### src/rtl/serial_command_line_parser_defines.svh
// Assertion macros used by the parser datapath RTL.
`ifndef SERIAL_COMMAND_LINE_PARSER_DEFINES_SVH
`define SERIAL_COMMAND_LINE_PARSER_DEFINES_SVH

`ifndef SYNTHESIS
// Check at every clock edge outside reset.
`define SCP_ASSERT(lbl, prop) \
  lbl: assert property (@(posedge clk) disable iff (rst) prop) \
    else $error("scp check failed");
// Check at every clock edge, reset included.
`define SCP_ASSERT_ALWAYS(lbl, prop) \
  lbl: assert property (@(posedge clk) prop) \
    else $error("scp check failed");
`else
`define SCP_ASSERT(lbl, prop)
`define SCP_ASSERT_ALWAYS(lbl, prop)
`endif

`endif

### src/rtl/scp_pkg.sv
`default_nettype none

package scp_pkg;

  localparam logic [7:0] CH_CR    = 8'h0D;
  localparam logic [7:0] CH_LF    = 8'h0A;
  localparam logic [7:0] CH_COLON = 8'h3A;
  localparam logic [7:0] CH_COMMA = 8'h2C;
  localparam logic [7:0] CH_E     = 8'h45;
  localparam logic [7:0] CH_R     = 8'h52;
  localparam logic [7:0] CH_W     = 8'h57;
  localparam logic [7:0] CH_F     = 8'h46;
  localparam logic [7:0] CH_B     = 8'h42;
  localparam logic [7:0] CH_I     = 8'h49;
  localparam logic [7:0] CH_S     = 8'h53;
  localparam logic [7:0] CH_P     = 8'h50;
  localparam logic [7:0] CH_H     = 8'h48;

  localparam logic [15:0] PERIOD_MIN = 16'd10;
  localparam logic [15:0] PERIOD_MAX = 16'd10000;
  localparam logic [7:0]  SIM_MIN    = 8'd50;
  localparam logic [13:0] PERIOD_RESET = 14'd10;
  localparam logic [7:0]  SIM_RESET    = 8'd50;
  localparam logic [2:0]  HELP_LAST    = 3'd4;

  typedef enum logic [2:0] {
    OP_FLASH, OP_BLANK, OP_INTERVAL, OP_SIM, OP_PATTERN, OP_HELP, OP_BAD
  } op_t;

  typedef enum logic [2:0] {
    ERR_MODE, ERR_COMMAND, ERR_DELIM, ERR_VALUE, ERR_LIMIT, ERR_INDEX, ERR_COMMA
  } err_t;

  typedef enum logic [3:0] {
    SRC_RX, SRC_ERR, SRC_HELP, SRC_VAL, SRC_PHEAD, SRC_PHI, SRC_PLO,
    SRC_COMMA, SRC_CR, SRC_LF
  } src_t;

  typedef struct packed {
    logic       push;
    src_t       src;
    err_t       err;
    logic [2:0] help;
    logic [4:0] idx;
    logic       line_wr;
    logic       line_clear;
    logic       pop;
    logic       tx_take;
    logic       res_load;
    logic       wr_period;
    logic       pat_wr;
    logic       pat_rd;
    logic [2:0] grp;
    logic [5:0] fit_len;
  } scp_cmd_t;

  typedef struct packed {
    logic in_pop;
    logic in_cr;
    logic fifo_empty;
    logic line_ge2;
    logic mode_ok;
    logic mode_rd;
    op_t  op;
    logic col2;
    logic col4;
    logic hex4_ok;
    logic hex2_ok;
    logic range4_ok;
    logic sim_ok;
    logic slot_ok;
    logic grp_comma;
    logic grp_hex_ok;
    logic fit;
  } scp_stat_t;

  function automatic logic [7:0] hex_char(logic [3:0] n);
    return (n < 4'd10) ? (8'h30 + {4'h0, n}) : (8'h37 + {4'h0, n});
  endfunction

  // bit 4 set: not a hex digit
  function automatic logic [4:0] digit_of(logic [7:0] c);
    logic [4:0] d;
    d = 5'h10;
    if (c >= 8'h30 && c <= 8'h39) d = {1'b0, 4'(c - 8'h30)};
    else if (c >= 8'h41 && c <= 8'h46) d = {1'b0, 4'(c - 8'h37)};
    else if (c >= 8'h61 && c <= 8'h66) d = {1'b0, 4'(c - 8'h57)};
    return d;
  endfunction

  function automatic logic [5:0] err_len(err_t e);
    logic [5:0] n;
    unique case (e)
      ERR_MODE:    n = 6'd8;
      ERR_COMMAND: n = 6'd11;
      ERR_DELIM:   n = 6'd13;
      default:     n = 6'd9;
    endcase
    return n;
  endfunction

  function automatic logic [7:0] err_byte(err_t e, logic [4:0] i);
    logic [71:0] w;
    logic [4:0]  n;
    logic [4:0]  k;
    logic [7:0]  b;
    unique case (e)
      ERR_MODE:    begin w = "mode";      n = 5'd4; end
      ERR_COMMAND: begin w = "command";   n = 5'd7; end
      ERR_DELIM:   begin w = "delimiter"; n = 5'd9; end
      ERR_VALUE:   begin w = "value";     n = 5'd5; end
      ERR_LIMIT:   begin w = "limit";     n = 5'd5; end
      ERR_INDEX:   begin w = "index";     n = 5'd5; end
      ERR_COMMA:   begin w = "comma";     n = 5'd5; end
      default:     begin w = '0;          n = 5'd0; end
    endcase
    k = i - 5'd2;
    if (i == 5'd0) b = CH_E;
    else if (i == 5'd1) b = CH_COLON;
    else if (k < n) b = w[8*(n-5'd1-k) +: 8];
    else if (k == n) b = CH_CR;
    else b = CH_LF;
    return b;
  endfunction

  function automatic logic [5:0] help_len(logic [2:0] h);
    logic [5:0] n;
    case (h)
      3'd0, 3'd1: n = 6'd22;
      3'd2:       n = 6'd25;
      3'd3:       n = 6'd27;
      default:    n = 6'd17;
    endcase
    return n;
  endfunction

  function automatic logic [7:0] help_byte(logic [2:0] h, logic [4:0] i);
    logic [215:0] w;
    logic [4:0]   n;
    case (h)
      3'd0:    begin w = "HW: FR/FW-flash period";      n = 5'd22; end
      3'd1:    begin w = "HW: BR/BW-blank period";      n = 5'd22; end
      3'd2:    begin w = "HW: IR/IW-interval period";   n = 5'd25; end
      3'd3:    begin w = "HW: SR/SW-simulation period"; n = 5'd27; end
      default: begin w = "HW: PR/PW-pattern";           n = 5'd17; end
    endcase
    return (i < n) ? w[8*(n-5'd1-i) +: 8] : 8'h00;
  endfunction

endpackage

`default_nettype wire

### src/rtl/scp_in_if.sv
`default_nettype none

interface scp_in_if;
  logic       valid;
  logic       ready;
  logic       action;
  logic [7:0] rx_byte;

  modport source (output valid, action, rx_byte, input ready);
  modport sink (input valid, action, rx_byte, output ready);
endinterface

`default_nettype wire

### src/rtl/scp_out_if.sv
`default_nettype none

interface scp_out_if #(
  parameter int COUNT_W = 9
);
  logic               valid;
  logic               ready;
  logic [7:0]         tx_byte;
  logic               tx_valid;
  logic [COUNT_W-1:0] pending_count;
  logic [13:0]        flash_period_now;
  logic [13:0]        blank_period_now;
  logic [13:0]        interval_period_now;
  logic [7:0]         sim_period_now;

  modport source (output valid, tx_byte, tx_valid, pending_count, flash_period_now,
                  blank_period_now, interval_period_now, sim_period_now,
                  input ready);
  modport sink (input valid, tx_byte, tx_valid, pending_count, flash_period_now,
                blank_period_now, interval_period_now, sim_period_now,
                output ready);
endinterface

`default_nettype wire

### src/rtl/scp_ram.sv
`default_nettype none

module scp_ram #(
  parameter int WIDTH = 8,
  parameter int DEPTH = 256
) (
  input  wire logic                                  clk,
  input  wire logic                                  we,
  input  wire logic [(DEPTH > 1 ? $clog2(DEPTH) : 1)-1:0] waddr,
  input  wire logic [WIDTH-1:0]                      wdata,
  input  wire logic                                  re,
  input  wire logic [(DEPTH > 1 ? $clog2(DEPTH) : 1)-1:0] raddr,
  output      logic [WIDTH-1:0]                      rdata
);

  logic [WIDTH-1:0] mem [DEPTH];

  always_ff @(posedge clk) begin
    if (we) mem[waddr] <= wdata;
    if (re) rdata <= mem[raddr];
  end

endmodule

`default_nettype wire

### src/rtl/scp_datapath.sv
`default_nettype none
`include "serial_command_line_parser_defines.svh"

module scp_datapath import scp_pkg::*; #(
  parameter int LINE_BYTES     = 32,
  parameter int OUT_FIFO_DEPTH = 256,
  parameter int PATTERN_BYTES  = 5,
  parameter int PATTERN_SLOTS  = 16,
  localparam int FILL_W = $clog2(OUT_FIFO_DEPTH + 1)
) (
  input  wire logic              clk,
  input  wire logic              rst,
  input  wire scp_cmd_t          cmd,
  output      scp_stat_t         stat,
  input  wire logic              in_action,
  input  wire logic [7:0]        in_rx_byte,
  output      logic [7:0]        res_tx,
  output      logic              res_txv,
  output      logic [FILL_W-1:0] res_pend,
  output      logic [13:0]       res_flash,
  output      logic [13:0]       res_blank,
  output      logic [13:0]       res_interval,
  output      logic [7:0]        res_sim
);

  localparam int LAW    = $clog2(LINE_BYTES);
  localparam int LFW    = $clog2(LINE_BYTES + 1);
  localparam int FAW    = $clog2(OUT_FIFO_DEPTH);
  localparam int PN     = PATTERN_SLOTS * PATTERN_BYTES;
  localparam int PAW    = (PN > 1) ? $clog2(PN) : 1;

  logic [7:0]        line_store [LINE_BYTES];
  logic [LFW-1:0]    line_fill;
  logic [FAW-1:0]    rd_ptr;
  logic [FAW-1:0]    wr_ptr;
  logic [FILL_W-1:0] out_fill;
  logic [13:0]       flash_period;
  logic [13:0]       blank_period;
  logic [13:0]       interval_period;
  logic [7:0]        sim_period;
  logic [PN-1:0]     pat_valid;
  logic              pat_valid_q;
  logic [7:0]        fifo_rdata;
  logic [7:0]        pat_rdata;
  logic [7:0]        pat_byte;
  logic [7:0]        push_byte;
  logic              push_ok;
  logic [PAW-1:0]    pat_addr;
  logic [7:0]        l0, l1, l2, l3, l4;
  logic [7:0]        lc;
  logic [4:0]        d3, d4, d5, d6, dslot;
  logic [15:0]       v4;
  logic [7:0]        v2;
  logic [6:0]        pos;
  logic [4:0]        gh, gl;
  logic [15:0]       cur_val;
  op_t               op_dec;

  function automatic logic [7:0] line_at(logic [6:0] k);
    logic [7:0] b;
    b = 8'h00;
    if (32'(k) < LINE_BYTES) b = line_store[k[LAW-1:0]];
    return b;
  endfunction

  always_comb begin
    l0 = line_at(7'd0);
    l1 = line_at(7'd1);
    l2 = line_at(7'd2);
    l3 = line_at(7'd3);
    l4 = line_at(7'd4);
    d3 = digit_of(l3);
    d4 = digit_of(l4);
    d5 = digit_of(line_at(7'd5));
    d6 = digit_of(line_at(7'd6));
    gh = digit_of(line_at(pos));
    gl = digit_of(line_at(pos + 7'd1));
    lc = line_at(pos + 7'd2);
  end

  assign dslot = d3;
  assign v4 = {d3[3:0], d4[3:0], d5[3:0], d6[3:0]};
  assign v2 = {d3[3:0], d4[3:0]};
  assign pos = 7'd5 + 7'd3 * 7'(cmd.grp);
  assign pat_addr = PAW'(32'(dslot[3:0]) * PATTERN_BYTES + 32'(cmd.grp));
  assign pat_byte = pat_valid_q ? pat_rdata : 8'h00;
  assign push_ok = cmd.push && (32'(out_fill) < OUT_FIFO_DEPTH);

  always_comb begin
    unique case (l0)
      CH_F:    op_dec = OP_FLASH;
      CH_B:    op_dec = OP_BLANK;
      CH_I:    op_dec = OP_INTERVAL;
      CH_S:    op_dec = OP_SIM;
      CH_P:    op_dec = OP_PATTERN;
      CH_H:    op_dec = OP_HELP;
      default: op_dec = OP_BAD;
    endcase
  end

  assign stat.op = op_dec;

  always_comb begin
    case (op_dec)
      OP_FLASH:    cur_val = {2'b00, flash_period};
      OP_BLANK:    cur_val = {2'b00, blank_period};
      OP_INTERVAL: cur_val = {2'b00, interval_period};
      default:     cur_val = {8'h00, sim_period};
    endcase
  end

  assign stat.in_pop     = in_action;
  assign stat.in_cr      = (in_rx_byte == CH_CR);
  assign stat.fifo_empty = (out_fill == '0);
  assign stat.line_ge2   = (line_fill >= LFW'(2));
  assign stat.mode_ok    = (l1 == CH_R) || (l1 == CH_W);
  assign stat.mode_rd    = (l1 == CH_R);
  assign stat.col2       = (l2 == CH_COLON);
  assign stat.col4       = (l4 == CH_COLON);
  assign stat.hex4_ok    = !d3[4] && !d4[4] && !d5[4] && !d6[4];
  assign stat.hex2_ok    = !d3[4] && !d4[4];
  assign stat.range4_ok  = (v4 >= PERIOD_MIN) && (v4 <= PERIOD_MAX);
  assign stat.sim_ok     = (v2 >= SIM_MIN);
  assign stat.slot_ok    = !dslot[4] && (32'(dslot[3:0]) < PATTERN_SLOTS);
  assign stat.grp_comma  = (lc == CH_COMMA);
  assign stat.grp_hex_ok = !gh[4] && !gl[4];
  assign stat.fit = (32'(out_fill) + 32'(cmd.fit_len)) <= OUT_FIFO_DEPTH;

  always_comb begin
    logic [4:0] nd;
    logic [4:0] k;
    logic [4:0] sh;
    nd = (op_dec == OP_SIM) ? 5'd2 : 5'd4;
    k  = cmd.idx - 5'd3;
    sh = nd - 5'd1 - k;
    case (cmd.src)
      SRC_RX:   push_byte = in_rx_byte;
      SRC_ERR:  push_byte = err_byte(cmd.err, cmd.idx);
      SRC_HELP: push_byte = help_byte(cmd.help, cmd.idx);
      SRC_VAL: begin
        if (cmd.idx == 5'd0) push_byte = l0;
        else if (cmd.idx == 5'd1) push_byte = CH_R;
        else if (cmd.idx == 5'd2) push_byte = CH_COLON;
        else if (k < nd) push_byte = hex_char(4'(cur_val >> {sh, 2'b00}));
        else if (k == nd) push_byte = CH_CR;
        else push_byte = CH_LF;
      end
      SRC_PHEAD: begin
        case (cmd.idx)
          5'd0:    push_byte = CH_P;
          5'd1:    push_byte = CH_R;
          5'd3:    push_byte = hex_char(dslot[3:0]);
          default: push_byte = CH_COLON;
        endcase
      end
      SRC_PHI:   push_byte = hex_char(pat_byte[7:4]);
      SRC_PLO:   push_byte = hex_char(pat_byte[3:0]);
      SRC_COMMA: push_byte = CH_COMMA;
      SRC_CR:    push_byte = CH_CR;
      SRC_LF:    push_byte = CH_LF;
      default:   push_byte = 8'h00;
    endcase
  end

  scp_ram #(.WIDTH(8), .DEPTH(OUT_FIFO_DEPTH)) u_fifo_ram (
    .clk   (clk),
    .we    (push_ok),
    .waddr (wr_ptr),
    .wdata (push_byte),
    .re    (cmd.pop),
    .raddr (rd_ptr),
    .rdata (fifo_rdata)
  );

  scp_ram #(.WIDTH(8), .DEPTH(PN)) u_pat_ram (
    .clk   (clk),
    .we    (cmd.pat_wr),
    .waddr (pat_addr),
    .wdata ({gh[3:0], gl[3:0]}),
    .re    (cmd.pat_rd),
    .raddr (pat_addr),
    .rdata (pat_rdata)
  );

  always_ff @(posedge clk) begin
    if (rst) begin
      for (int i = 0; i < LINE_BYTES; i++) line_store[i] <= 8'h00;
      line_fill       <= '0;
      rd_ptr          <= '0;
      wr_ptr          <= '0;
      out_fill        <= '0;
      flash_period    <= PERIOD_RESET;
      blank_period    <= PERIOD_RESET;
      interval_period <= PERIOD_RESET;
      sim_period      <= SIM_RESET;
      pat_valid       <= '0;
      pat_valid_q     <= 1'b0;
    end else begin
      if (cmd.line_wr && (32'(line_fill) < LINE_BYTES)) begin
        line_store[line_fill[LAW-1:0]] <= in_rx_byte;
        line_fill <= line_fill + LFW'(1);
      end
      if (cmd.line_clear) line_fill <= '0;
      if (push_ok) begin
        wr_ptr   <= (32'(wr_ptr) == OUT_FIFO_DEPTH - 1) ? '0 : wr_ptr + FAW'(1);
        out_fill <= out_fill + FILL_W'(1);
      end
      if (cmd.pop) begin
        rd_ptr   <= (32'(rd_ptr) == OUT_FIFO_DEPTH - 1) ? '0 : rd_ptr + FAW'(1);
        out_fill <= out_fill - FILL_W'(1);
      end
      if (cmd.wr_period) begin
        case (op_dec)
          OP_FLASH:    flash_period    <= v4[13:0];
          OP_BLANK:    blank_period    <= v4[13:0];
          OP_INTERVAL: interval_period <= v4[13:0];
          default:     sim_period      <= v2;
        endcase
      end
      if (cmd.pat_wr) pat_valid[pat_addr] <= 1'b1;
      if (cmd.pat_rd) pat_valid_q <= pat_valid[pat_addr];
    end
  end

  always_ff @(posedge clk) begin
    if (cmd.res_load) begin
      res_tx       <= cmd.tx_take ? fifo_rdata : 8'h00;
      res_txv      <= cmd.tx_take;
      res_pend     <= out_fill;
      res_flash    <= flash_period;
      res_blank    <= blank_period;
      res_interval <= interval_period;
      res_sim      <= sim_period;
    end
  end

  `SCP_ASSERT(a_fill_bound, 32'(out_fill) <= OUT_FIFO_DEPTH)
  `SCP_ASSERT(a_no_push_pop, !(cmd.push && cmd.pop))
  `SCP_ASSERT(a_pop_nonempty, cmd.pop |-> out_fill != '0)

endmodule

`default_nettype wire

### src/rtl/scp_controller.sv
`default_nettype none

module scp_controller import scp_pkg::*; #(
  parameter int PATTERN_BYTES = 5
) (
  input  wire logic      clk,
  input  wire logic      rst,
  input  wire logic      in_valid,
  output      logic      in_ready,
  output      logic      out_valid,
  input  wire logic      out_ready,
  input  wire scp_stat_t stat,
  output      scp_cmd_t  cmd
);

  typedef enum logic [4:0] {
    S_IDLE, S_POP_WAIT, S_EOL, S_PW_GRP, S_MSG_FIT, S_MSG_EMIT,
    S_HELP_FIT, S_HELP_TXT, S_HELP_CR, S_HELP_LF,
    S_PAT_FIT, S_PAT_HEAD, S_PAT_FETCH, S_PAT_HI, S_PAT_LO, S_PAT_COMMA,
    S_PAT_CR, S_PAT_LF, S_FINISH, S_DONE
  } state_t;

  localparam logic [2:0] GRP_LAST = 3'(PATTERN_BYTES - 1);
  localparam logic [5:0] PAT_LEN  = 6'(7 + 3 * PATTERN_BYTES);

  state_t     state, state_next;
  logic       out_busy, out_busy_next;
  logic       took, took_next;
  src_t       msg_src, msg_src_next;
  err_t       err, err_next;
  logic [5:0] msg_len, msg_len_next;
  logic [4:0] idx, idx_next;
  logic [2:0] help, help_next;
  logic [2:0] grp, grp_next;

  assign out_valid = out_busy;

  always_comb begin
    logic start_err;
    logic start_val;
    err_t err_code;
    start_err     = 1'b0;
    start_val     = 1'b0;
    err_code      = ERR_MODE;
    state_next    = state;
    took_next     = took;
    msg_src_next  = msg_src;
    err_next      = err;
    msg_len_next  = msg_len;
    idx_next      = idx;
    help_next     = help;
    grp_next      = grp;
    in_ready      = 1'b0;
    cmd           = '0;
    cmd.src       = SRC_RX;
    cmd.err       = err;
    cmd.help      = help;
    cmd.idx       = idx;
    cmd.grp       = grp;

    unique case (state)
      S_IDLE: begin
        in_ready = 1'b1;
        if (in_valid) begin
          if (stat.in_pop) begin
            took_next = !stat.fifo_empty;
            cmd.pop   = !stat.fifo_empty;
            state_next = stat.fifo_empty ? S_DONE : S_POP_WAIT;
          end else begin
            took_next   = 1'b0;
            cmd.push    = 1'b1;
            cmd.line_wr = 1'b1;
            state_next  = stat.in_cr ? S_EOL : S_DONE;
          end
        end
      end
      S_POP_WAIT: state_next = S_DONE;
      S_EOL: begin
        if (!stat.line_ge2) begin
          state_next = S_FINISH;
        end else if (!stat.mode_ok) begin
          start_err = 1'b1;
          err_code  = ERR_MODE;
        end else begin
          unique case (stat.op)
            OP_HELP: begin
              help_next  = 3'd0;
              state_next = S_HELP_FIT;
            end
            OP_FLASH, OP_BLANK, OP_INTERVAL: begin
              if (stat.mode_rd) start_val = 1'b1;
              else if (!stat.col2) begin start_err = 1'b1; err_code = ERR_DELIM; end
              else if (!stat.hex4_ok) begin start_err = 1'b1; err_code = ERR_VALUE; end
              else if (!stat.range4_ok) begin start_err = 1'b1; err_code = ERR_LIMIT; end
              else begin
                cmd.wr_period = 1'b1;
                start_val     = 1'b1;
              end
            end
            OP_SIM: begin
              if (stat.mode_rd) start_val = 1'b1;
              else if (!stat.col2) begin start_err = 1'b1; err_code = ERR_DELIM; end
              else if (!stat.hex2_ok) begin start_err = 1'b1; err_code = ERR_VALUE; end
              else if (!stat.sim_ok) begin start_err = 1'b1; err_code = ERR_LIMIT; end
              else begin
                cmd.wr_period = 1'b1;
                start_val     = 1'b1;
              end
            end
            OP_PATTERN: begin
              if (!stat.col2 || (!stat.mode_rd && !stat.col4)) begin
                start_err = 1'b1;
                err_code  = ERR_DELIM;
              end else if (!stat.slot_ok) begin
                start_err = 1'b1;
                err_code  = ERR_INDEX;
              end else if (stat.mode_rd) begin
                state_next = S_PAT_FIT;
              end else begin
                grp_next   = 3'd0;
                state_next = S_PW_GRP;
              end
            end
            default: begin
              start_err = 1'b1;
              err_code  = ERR_COMMAND;
            end
          endcase
        end
      end
      S_PW_GRP: begin
        if (!stat.grp_comma) begin
          start_err = 1'b1;
          err_code  = ERR_COMMA;
        end else if (!stat.grp_hex_ok) begin
          start_err = 1'b1;
          err_code  = ERR_VALUE;
        end else begin
          cmd.pat_wr = 1'b1;
          if (grp == GRP_LAST) state_next = S_PAT_FIT;
          else grp_next = grp + 3'd1;
        end
      end
      S_MSG_FIT: begin
        cmd.fit_len = msg_len;
        state_next  = stat.fit ? S_MSG_EMIT : S_FINISH;
      end
      S_MSG_EMIT: begin
        cmd.push = 1'b1;
        cmd.src  = msg_src;
        idx_next = idx + 5'd1;
        if ({1'b0, idx} == msg_len - 6'd1) state_next = S_FINISH;
      end
      S_HELP_FIT: begin
        cmd.fit_len = help_len(help);
        idx_next    = 5'd0;
        state_next  = stat.fit ? S_HELP_TXT : S_HELP_CR;
      end
      S_HELP_TXT: begin
        cmd.push = 1'b1;
        cmd.src  = SRC_HELP;
        idx_next = idx + 5'd1;
        if ({1'b0, idx} == help_len(help) - 6'd1) state_next = S_HELP_CR;
      end
      S_HELP_CR: begin
        cmd.push   = 1'b1;
        cmd.src    = SRC_CR;
        state_next = S_HELP_LF;
      end
      S_HELP_LF: begin
        cmd.push = 1'b1;
        cmd.src  = SRC_LF;
        if (help == HELP_LAST) state_next = S_FINISH;
        else begin
          help_next  = help + 3'd1;
          state_next = S_HELP_FIT;
        end
      end
      S_PAT_FIT: begin
        cmd.fit_len = PAT_LEN;
        idx_next    = 5'd0;
        state_next  = stat.fit ? S_PAT_HEAD : S_FINISH;
      end
      S_PAT_HEAD: begin
        cmd.push = 1'b1;
        cmd.src  = SRC_PHEAD;
        idx_next = idx + 5'd1;
        if (idx == 5'd4) begin
          grp_next   = 3'd0;
          state_next = S_PAT_FETCH;
        end
      end
      S_PAT_FETCH: begin
        cmd.pat_rd = 1'b1;
        state_next = S_PAT_HI;
      end
      S_PAT_HI: begin
        cmd.push   = 1'b1;
        cmd.src    = SRC_PHI;
        state_next = S_PAT_LO;
      end
      S_PAT_LO: begin
        cmd.push   = 1'b1;
        cmd.src    = SRC_PLO;
        state_next = S_PAT_COMMA;
      end
      S_PAT_COMMA: begin
        cmd.push = 1'b1;
        cmd.src  = SRC_COMMA;
        if (grp == GRP_LAST) state_next = S_PAT_CR;
        else begin
          grp_next   = grp + 3'd1;
          state_next = S_PAT_FETCH;
        end
      end
      S_PAT_CR: begin
        cmd.push   = 1'b1;
        cmd.src    = SRC_CR;
        state_next = S_PAT_LF;
      end
      S_PAT_LF: begin
        cmd.push   = 1'b1;
        cmd.src    = SRC_LF;
        state_next = S_FINISH;
      end
      S_FINISH: begin
        cmd.line_clear = 1'b1;
        state_next     = S_DONE;
      end
      S_DONE: begin
        if (!out_busy || out_ready) begin
          cmd.res_load = 1'b1;
          cmd.tx_take  = took;
          state_next   = S_IDLE;
        end
      end
      default: state_next = S_IDLE;
    endcase

    if (start_err) begin
      msg_src_next = SRC_ERR;
      err_next     = err_code;
      msg_len_next = err_len(err_code);
      idx_next     = 5'd0;
      state_next   = S_MSG_FIT;
    end else if (start_val) begin
      msg_src_next = SRC_VAL;
      msg_len_next = (stat.op == OP_SIM) ? 6'd7 : 6'd9;
      idx_next     = 5'd0;
      state_next   = S_MSG_FIT;
    end

    if (cmd.res_load) out_busy_next = 1'b1;
    else if (out_ready) out_busy_next = 1'b0;
    else out_busy_next = out_busy;
  end

  always_ff @(posedge clk) begin
    if (rst) begin
      state    <= S_IDLE;
      out_busy <= 1'b0;
      took     <= 1'b0;
      msg_src  <= SRC_ERR;
      err      <= ERR_MODE;
      msg_len  <= '0;
      idx      <= '0;
      help     <= '0;
      grp      <= '0;
    end else begin
      state    <= state_next;
      out_busy <= out_busy_next;
      took     <= took_next;
      msg_src  <= msg_src_next;
      err      <= err_next;
      msg_len  <= msg_len_next;
      idx      <= idx_next;
      help     <= help_next;
      grp      <= grp_next;
    end
  end

endmodule

`default_nettype wire

### src/rtl/serial_command_line_parser.sv
// Channel  Dir  Payload                                         Handshake
// in_ch    in   action, rx_byte                                 valid/ready
// out_ch   out  tx_byte, tx_valid, pending_count, flash/blank/  valid/ready
//               interval/sim period readouts
//
// One item at a time. A pop goes through S_POP_WAIT unless the FIFO is
// empty, and a plain received byte goes straight to S_DONE. A carriage
// return pushes each reply byte, plus a pattern RAM fetch per group.
// The finished result waits in an output register, so the next item is taken
// while it is still unread; a full output register stalls only the S_DONE state.
// Synchronous reset clears the FIFO counts, line buffer, pattern valid bits
// and the controller, and returns the settings to their reset values.
`default_nettype none

module serial_command_line_parser import scp_pkg::*; #(
  parameter int LINE_BYTES     = 32,
  parameter int OUT_FIFO_DEPTH = 256,
  parameter int PATTERN_BYTES  = 5,
  parameter int PATTERN_SLOTS  = 16
) (
  input wire logic  clk,
  input wire logic  rst,
  scp_in_if.sink    in_ch,
  scp_out_if.source out_ch
);

  scp_cmd_t  cmd;
  scp_stat_t stat;

  scp_controller #(.PATTERN_BYTES(PATTERN_BYTES)) u_ctrl (
    .clk       (clk),
    .rst       (rst),
    .in_valid  (in_ch.valid),
    .in_ready  (in_ch.ready),
    .out_valid (out_ch.valid),
    .out_ready (out_ch.ready),
    .stat      (stat),
    .cmd       (cmd)
  );

  scp_datapath #(
    .LINE_BYTES     (LINE_BYTES),
    .OUT_FIFO_DEPTH (OUT_FIFO_DEPTH),
    .PATTERN_BYTES  (PATTERN_BYTES),
    .PATTERN_SLOTS  (PATTERN_SLOTS)
  ) u_dp (
    .clk          (clk),
    .rst          (rst),
    .cmd          (cmd),
    .stat         (stat),
    .in_action    (in_ch.action),
    .in_rx_byte   (in_ch.rx_byte),
    .res_tx       (out_ch.tx_byte),
    .res_txv      (out_ch.tx_valid),
    .res_pend     (out_ch.pending_count),
    .res_flash    (out_ch.flash_period_now),
    .res_blank    (out_ch.blank_period_now),
    .res_interval (out_ch.interval_period_now),
    .res_sim      (out_ch.sim_period_now)
  );

endmodule

`default_nettype wire

### src/flat_wrapper.sv
// flat-port wrapper written by rule: the top's interface ports become plain ports
module serial_command_line_parser_flat import scp_pkg::*;
#(
  parameter int LINE_BYTES     = 32,
  parameter int OUT_FIFO_DEPTH = 256,
  parameter int PATTERN_BYTES  = 5,
  parameter int PATTERN_SLOTS  = 16
)
  (clk, rst, in_ch_valid, in_ch_action, in_ch_rx_byte, in_ch_ready, out_ch_valid, out_ch_tx_byte, out_ch_tx_valid, out_ch_pending_count, out_ch_flash_period_now, out_ch_blank_period_now, out_ch_interval_period_now, out_ch_sim_period_now, out_ch_ready);
  scp_in_if in_ch_i ();
  scp_out_if #(.COUNT_W(9)) out_ch_i ();
  input wire logic clk;
  input wire logic rst;
  input wire logic [$bits(in_ch_i.valid)-1:0] in_ch_valid;
  input wire logic [$bits(in_ch_i.action)-1:0] in_ch_action;
  input wire logic [$bits(in_ch_i.rx_byte)-1:0] in_ch_rx_byte;
  output wire logic [$bits(in_ch_i.ready)-1:0] in_ch_ready;
  output wire logic [$bits(out_ch_i.valid)-1:0] out_ch_valid;
  output wire logic [$bits(out_ch_i.tx_byte)-1:0] out_ch_tx_byte;
  output wire logic [$bits(out_ch_i.tx_valid)-1:0] out_ch_tx_valid;
  output wire logic [$bits(out_ch_i.pending_count)-1:0] out_ch_pending_count;
  output wire logic [$bits(out_ch_i.flash_period_now)-1:0] out_ch_flash_period_now;
  output wire logic [$bits(out_ch_i.blank_period_now)-1:0] out_ch_blank_period_now;
  output wire logic [$bits(out_ch_i.interval_period_now)-1:0] out_ch_interval_period_now;
  output wire logic [$bits(out_ch_i.sim_period_now)-1:0] out_ch_sim_period_now;
  input wire logic [$bits(out_ch_i.ready)-1:0] out_ch_ready;
  assign in_ch_i.valid = in_ch_valid;
  assign in_ch_i.action = in_ch_action;
  assign in_ch_i.rx_byte = in_ch_rx_byte;
  assign in_ch_ready = in_ch_i.ready;
  assign out_ch_valid = out_ch_i.valid;
  assign out_ch_tx_byte = out_ch_i.tx_byte;
  assign out_ch_tx_valid = out_ch_i.tx_valid;
  assign out_ch_pending_count = out_ch_i.pending_count;
  assign out_ch_flash_period_now = out_ch_i.flash_period_now;
  assign out_ch_blank_period_now = out_ch_i.blank_period_now;
  assign out_ch_interval_period_now = out_ch_i.interval_period_now;
  assign out_ch_sim_period_now = out_ch_i.sim_period_now;
  assign out_ch_i.ready = out_ch_ready;
  serial_command_line_parser #(.LINE_BYTES(LINE_BYTES), .OUT_FIFO_DEPTH(OUT_FIFO_DEPTH), .PATTERN_BYTES(PATTERN_BYTES), .PATTERN_SLOTS(PATTERN_SLOTS)) u_core (.clk(clk), .rst(rst), .in_ch(in_ch_i), .out_ch(out_ch_i));
endmodule
### config.mk
export PLATFORM = sky130hd
export DESIGN_NAME = serial_command_line_parser_flat
export DESIGN_NICKNAME = d
export VERILOG_FILES = /design/src/rtl/scp_pkg.sv /design/src/rtl/scp_in_if.sv /design/src/rtl/scp_out_if.sv /design/src/rtl/scp_ram.sv /design/src/rtl/scp_datapath.sv /design/src/rtl/scp_controller.sv /design/src/rtl/serial_command_line_parser.sv /design/src/flat_wrapper.sv
export VERILOG_INCLUDE_DIRS = /design/src /design/src/rtl
export SDC_FILE = /design/constraint.sdc
export NUM_CORES = 2
export LEC_CHECK = 0
export ABC_AREA = 1
export BUFFER_PORTS_ARGS = -buffer_cell sky130_fd_sc_hd__buf_2
export CAP_MARGIN = 10
export CELL_PAD_IN_SITES_DETAIL_PLACEMENT = 1
export CELL_PAD_IN_SITES_GLOBAL_PLACEMENT = 1
export CORE_ASPECT_RATIO = 0.8
export CORE_MARGIN = 2
export CORE_UTILIZATION = 40
export DETAILED_ROUTE_END_ITERATION = 10
export PLACE_DENSITY_LB_ADDON = 0.25
export SYNTH_ARGS = -nofsm -noshare
export SYNTH_HDL_FRONTEND = slang
export SYNTH_HIERARCHICAL = 1
export SYNTH_SLANG_ARGS = --single-unit
### constraint.sdc
create_clock -name clk -period 10.5 [get_ports clk]
set_input_delay 0.525 -clock clk [delete_from_list [all_inputs] [get_ports clk]]
set_output_delay 0.525 -clock clk [all_outputs]
set_load 0.03 [all_outputs]
After elaboration in Yosys (flattened, before gate mapping):

Memory sizes are Yosys's and may differ from the RTL's. A register that Yosys moved wholly into a read port is not among the register bits.
Cells that the tools add are included.

* add/sub/neg operators: 49
* multiply operators: 2
* $lt $le $gt $ge: 55
* equality and inequality tests: 100
* shift operators: 3
* mux-type cells: 186
* bitwise gates (word level): 2
* reduce and logical (&&, ||, !) cells: 77

Operators with widths (number)
* 215-bit one-hot mux with 4 select lines: 1
* 71-bit one-hot mux with 7 select lines: 1
* 216-bit two-way mux: 1
* 216-bit by 33-bit variable part select with 8-bit output: 1
* 5-bit two-way mux: 40
* 8-bit by 7-bit >= comparator with 1-bit output, second input constant: 12
* 8-bit by 7-bit <= comparator with 1-bit output, second input constant: 12
* 3-bit two-way mux: 32
* 8-bit two-way mux: 12
* 5-bit one-hot mux with 19 select lines: 1
* 80-bit bitwise OR: 1
* 8-bit one-hot mux with 10 select lines: 1
* 72-bit two-way mux: 1
* 72-bit by 33-bit variable part select with 8-bit output: 1
* 8-bit by 7-bit == test with 1-bit output, second input constant: 8
* 6-bit by 4-bit adder with 7-bit output, first input constant: 8
* 8-bit by 6-bit >= comparator with 1-bit output, second input constant: 7
* 1-bit two-way mux: 56
* 7-bit two-way mux: 7
* 8-bit by 6-bit <= comparator with 1-bit output, second input constant: 6
* 4-bit by 3-bit subtractor with 4-bit output, second input constant: 12
* 14-bit one-hot mux with 3 select lines: 1
* 5-bit by 4-bit == test with 1-bit output, second input constant: 8
* 4-bit inequality test, second input constant: 10
* other kinds (94): 234

* register bits after elaboration: 258
* memory bits (writable): 2944
* output and inout bits: 70
* memories kept: 3

Memories
* u_core.u_dp.u_fifo_ram.mem: depth 256, width 8, read ports 1, clocked after Yosys merged registers in 1, write ports 1, RTL line scp_ram.sv:16 `logic [WIDTH-1:0] mem [DEPTH];`
* u_core.u_dp.u_pat_ram.mem: depth 80, width 8, read ports 1, clocked after Yosys merged registers in 1, write ports 1, RTL line scp_ram.sv:16
* u_core.u_dp.line_store: depth 32, width 8, read ports 10, clocked after Yosys merged registers in 0, write ports 32, RTL line scp_datapath.sv:32 `logic [7:0] line_store [LINE_BYTES];`

Depth between registers and ports, before layout:

An unclocked memory read counts as a cell.

* word-level depth: 20
* depth in mapped cells: 40
* gate-level depth less buffers: 33

By module:

The synthesis kept the hierarchy.

By module, submodules not included
* scp_ram (u_core.u_dp.u_fifo_ram): instances 1, cells an instance 7003, area each 83476.3 sq um, sequential area each 61739.2 sq um
* scp_datapath: instances 1, cells an instance 4090, area each 29876.2 sq um, sequential area each 12972.4 sq um
* scp_ram (u_core.u_dp.u_pat_ram): instances 1, cells an instance 2188, area each 26490.4 sq um, sequential area each 19458.7 sq um
* scp_controller: instances 1, cells an instance 426, area each 2466.1 sq um, sequential area each 520.5 sq um

Worst setup path after synthesis:

OpenSTA, ideal clock, no wires.

* kind: register to register
* start: reg u_core.u_ctrl.state[4]
* end: mem u_core.u_dp.u_fifo_ram.mem[0][7] (data pin)
* library setup time: 1586 ps
* data arrival time: 8527 ps
* data required time: 8914 ps
* slack: 388 ps
* stages on the path, launching flop included: 13
* period minus slack after synthesis: 10112 ps
* cells stage by stage: dfxtp_1 inv_2 buf_4 nand2_1 nor2_1 nand2_1 inv_1 a21oi_1 o21ai_0 nand3_1 nor2_1 inv_1 o22ai_1

RTL lines
* start, declared: RTL line scp_controller.sv:26 `state_t state, state_next;`
* start signal, assigned: RTL line scp_controller.sv:270 `state <= state_next;`
* end, declared: RTL line scp_ram.sv:16

==> metrics.txt <==
status complete, no violations; power density cells 253 nW/µm²; antenna violations before repair 17; xor/xnor share of the synthesized area 0.263%; WL/cell 24.5 µm; Vias/cell 5.62; Clock Path Buffers 4; Synth area leaders edfxtp_1 (64%), nand3_1 (10%), nand2_1 (10%), nor2_1 (2.7%), dfxtp_1 (2.6%); shortest period the worst path allows 8.89 ns; synthesis-to-finish area growth 10.0%; dpl hpwl 275000 µm; Post-synth top cells nand2_1 (3808), edfxtp_1 (3028), nand3_1 (2906); placed inst area between 100000 and 150000 µm²; CTS clk-pin slew, worst paths about 0.060 ns; Slowest-stage cell, CP nor2_1; Non-Filler Instances 18400; Critical Setup Path Class flop to flop; ys async rst share 0%; adder-cell share of the synthesized area 0.972%; IO Count 83; Root Buffer clkbuf_16; antenna viol nets, final 0; die area 361000 µm²; Inserted Clock Buffers 339; most numerous cell in the Yosys netlist nand2_1; most used cell, CP nor2_1; VDD IR max around 340 µV; Post-synth EDFFs 3028; Hold Path Origin out_ch_ready; average size of a mapped cell 10.4 µm²; Filler cells 38400; layout cells sized above 1 5.98%; Hold Crit Class input port to flop; clock latency on the worst-skew pair 0.96 ns; CTS Sinks 3216; unrepaired setup endpoints after global routing no; die height 537 µm; TNS Setup 0 ns; row cnt 195; Post-CTS Resized 0; # DRC 0; synthesized area 142000 µm²; Seq/Total Area, Yosys between 60% and 70%; max cap viols 0; Yosys top cell area share 63.9%; Hold Vio Cnt, Final 0; clock skew 0.0738 ns; multiplexer share of the synthesized area less than 1%; final setup vio count 0; Critical Path Fanout Max 117; stages on the worst setup path 29; First-pass DRT Iterations 6; GRT Util Overall 24.4%; Largest delay share family, worst path simple AND/OR/NAND/NOR gates; Cell variety after synth 71; Yosys reg bits between 3000 and 4000; Worst-Margin Slew 1.25 ns; FF-to-FF End u_core/u_dp/u_pat_ram/mem[68][2]; first-pass GRT wire length roughly 670000 µm; Crit path required time approximately 11 ns; largest net degree at the start of global routing between 200 and 250; Top FF cell, synth edfxtp_1; fmax 0.113 GHz; Worst Hold Endpoint u_core/u_ctrl/out_valid; CTS HTree Levels 5; Crit path largest cell delay approximately 0.86 ns; # port buffers 82; r2r worst-path depth 29; Leakage 0.0563 µW; R2R Setup Slk 1.61 ns; DRT Wirelength 452000 µm; synth warn 6; Cells after Synth 13700; Synth Area in Compound Gates 3.87%; post-synthesis simple-gate area fraction 23.8%; area taken by multi-input logic gates between 40000 and 50000 µm²; initial core utilization 40.3%; crit path DAT between 9 and 10 ns; Post-Syn Nets 13800; post-layout instance area between 150000 and 200000 µm²; FF/Latch Area 94700 µm²; Final #Nets 13600; total congestion overflow 0; reg2reg start u_core/u_ctrl/grp[0]; combined buffer and inverter count along the critical path 9; Max Slew Vio Count 0; cell taking the most area after synthesis edfxtp_1; Iteration-0 DRC Markers 10500; Worst Hold Depth 4; Core ar. approximately 350000 µm²; final worst path period share between 80% and 90%; critical path startpoint category flop; CTS tree done; largest family of logic cells by synthesized area simple AND/OR/NAND/NOR gates; vias 104000; Die W around 670 µm; CP Capture Type flop; Final Wtd Congestion slightly above 0.9; Slew HR between 10% and 20%; vias in the first global route 102000; post-placement cell count ~18000
[worst register-to-register path, delay by kind of cell (launching register included)]
kind | cells | cell delay [ns]
AO/OA/AOI/OAI | 1 | 0.64
XOR/XNOR | 1 | 0.15
adder cells (fa/ha/maj) | 3 | 1.25
buffers and inverters | 9 | 2.33
flip-flops | 1 | 0.66
AND/OR/NAND/NOR | 15 | 3.50
[metal layers]
| layer | global-route usage, % | vias to the layer above | routed length, µm |
|---|---|---|---|
| met5 | 0 | - | 55 |
| met4 | 6.93 | 8 | 13100 |
| met3 | 3.54 | 655 | 30600 |
| met2 | 37.2 | 3162 | 200000 |
| met1 | 36.1 | 52500 | 209000 |
| li1 | - | 47200 | - |
[power by group]
part | leakage (µW) | total, µW | internal [µW] | switching, µW
Combinational | 0.0211 | 11100 | 2230 | 8890
Sequential | 0.0300 | 16700 | 16600 | 142
Clock | 0.00522 | 11800 | 6620 | 5140
Total | 0.0563 | 39600 | 25500 | 14200
[state kept, by name (all words and copies together), names as in the netlist, 14 cells and up]
signal and count:
u_core/u_dp/res_flash 14, u_core/u_dp/flash_period 14, u_core/u_dp/res_interval 14, u_core/u_dp/interval_period 14, u_core/u_dp/res_blank 14, u_core/u_dp/u_fifo_ram/mem 2048
u_core/u_dp/blank_period 14, u_core/u_dp/pat_valid 80, u_core/u_dp/line_store 256, u_core/u_dp/u_pat_ram/mem 640
[worst max path at each step]
| stage | startpoint | end | slack, ns |
|---|---|---|---|
| detailed placement | u_core/u_ctrl/grp[0] | u_core/u_dp/u_pat_ram/mem[68][3] | 1.83 |
| floorplan | u_core/u_ctrl/state[4] | u_core/u_dp/u_fifo_ram/mem[0][7] | 0.39 |
| global placement | u_core/u_ctrl/grp[0] | u_core/u_dp/u_pat_ram/mem[36][4] | 1.92 |
| CTS | u_core/u_ctrl/grp[0] | u_core/u_dp/u_pat_ram/mem[68][2] | 1.81 |
| global route | u_core/u_ctrl/grp[0] | u_core/u_dp/u_pat_ram/mem[68][2] | 1.03 |
| finish | u_core/u_ctrl/grp[0] | u_core/u_dp/u_pat_ram/mem[68][2] | 1.61 |
[final cells by class]
type,instances,share of cell area [%]
antenna,4,0.00639
clock buffer,413,5.71
clock inverter,198,1.11
inverter,583,1.43
multi-input combinational,9083,26.5
sequential,3216,60.5
tap,4728,3.78
timing repair buffer,213,1.01
[what timing repair did]
item / CTS / global route
hold buffers: 1 / 0
buffers inserted: 0 / 0
endpoints found under the hold margin: 1 / 0
[kinds of logic (layout without fill, tap and decap cells)]
kind of cell,Yosys count,count (layout)
other,2,6
and+or+nand+nor,7919,7919
DFF,3216,3216
adders and majority gates,107,107
buffers and inverters,1408,1407
muxes,2,2
AOI/OAI and AO/OA,1012,1012
xor gates and xnor gates,41,41
[layout by cell type (no fill, tap or decap), types with 22 or more instances in the layout]
| cell | count |
|---|---|
| clkbuf_1 | 63 |
| o22ai_1 | 31 |
| o21ai_1 | 38 |
| ha_1 | 98 |
| nand2_1 | 3788 |
| nand3_1 | 2905 |
| edfxtp_1 | 3028 |
| o21ai_0 | 438 |
| clkinv_2 | 65 |
| bufinv_16 | 22 |
| nor3_1 | 48 |
| nor2_1 | 1018 |
| clkbuf_16 | 345 |
| buf_2 | 81 |
| o211ai_1 | 68 |
| dfxtp_1 | 181 |
| inv_1 | 535 |
| nand4_1 | 57 |
| xor2_1 | 30 |
| a21oi_1 | 353 |
| buf_4 | 117 |
| inv_2 | 30 |
| clkinv_1 | 81 |
[stage by stage]
stage / util, % / power [µW] / worst slack (ns) / hold WS [ns]
after floorplan: - / 24100 / 0.388 / 0.408
after global placement: 41.3 / 27900 / 1.92 / 0.416
after detailed placement: 41.3 / 28000 / 1.83 / 0.419
after CTS: 44.3 / 39700 / 1.81 / 0.00830
after global routing: 44.3 / 41200 / 1.03 / 0.0634
final: 44.3 / 39600 / 1.61 / 0.0762
(Power assumes the default switching activity.)
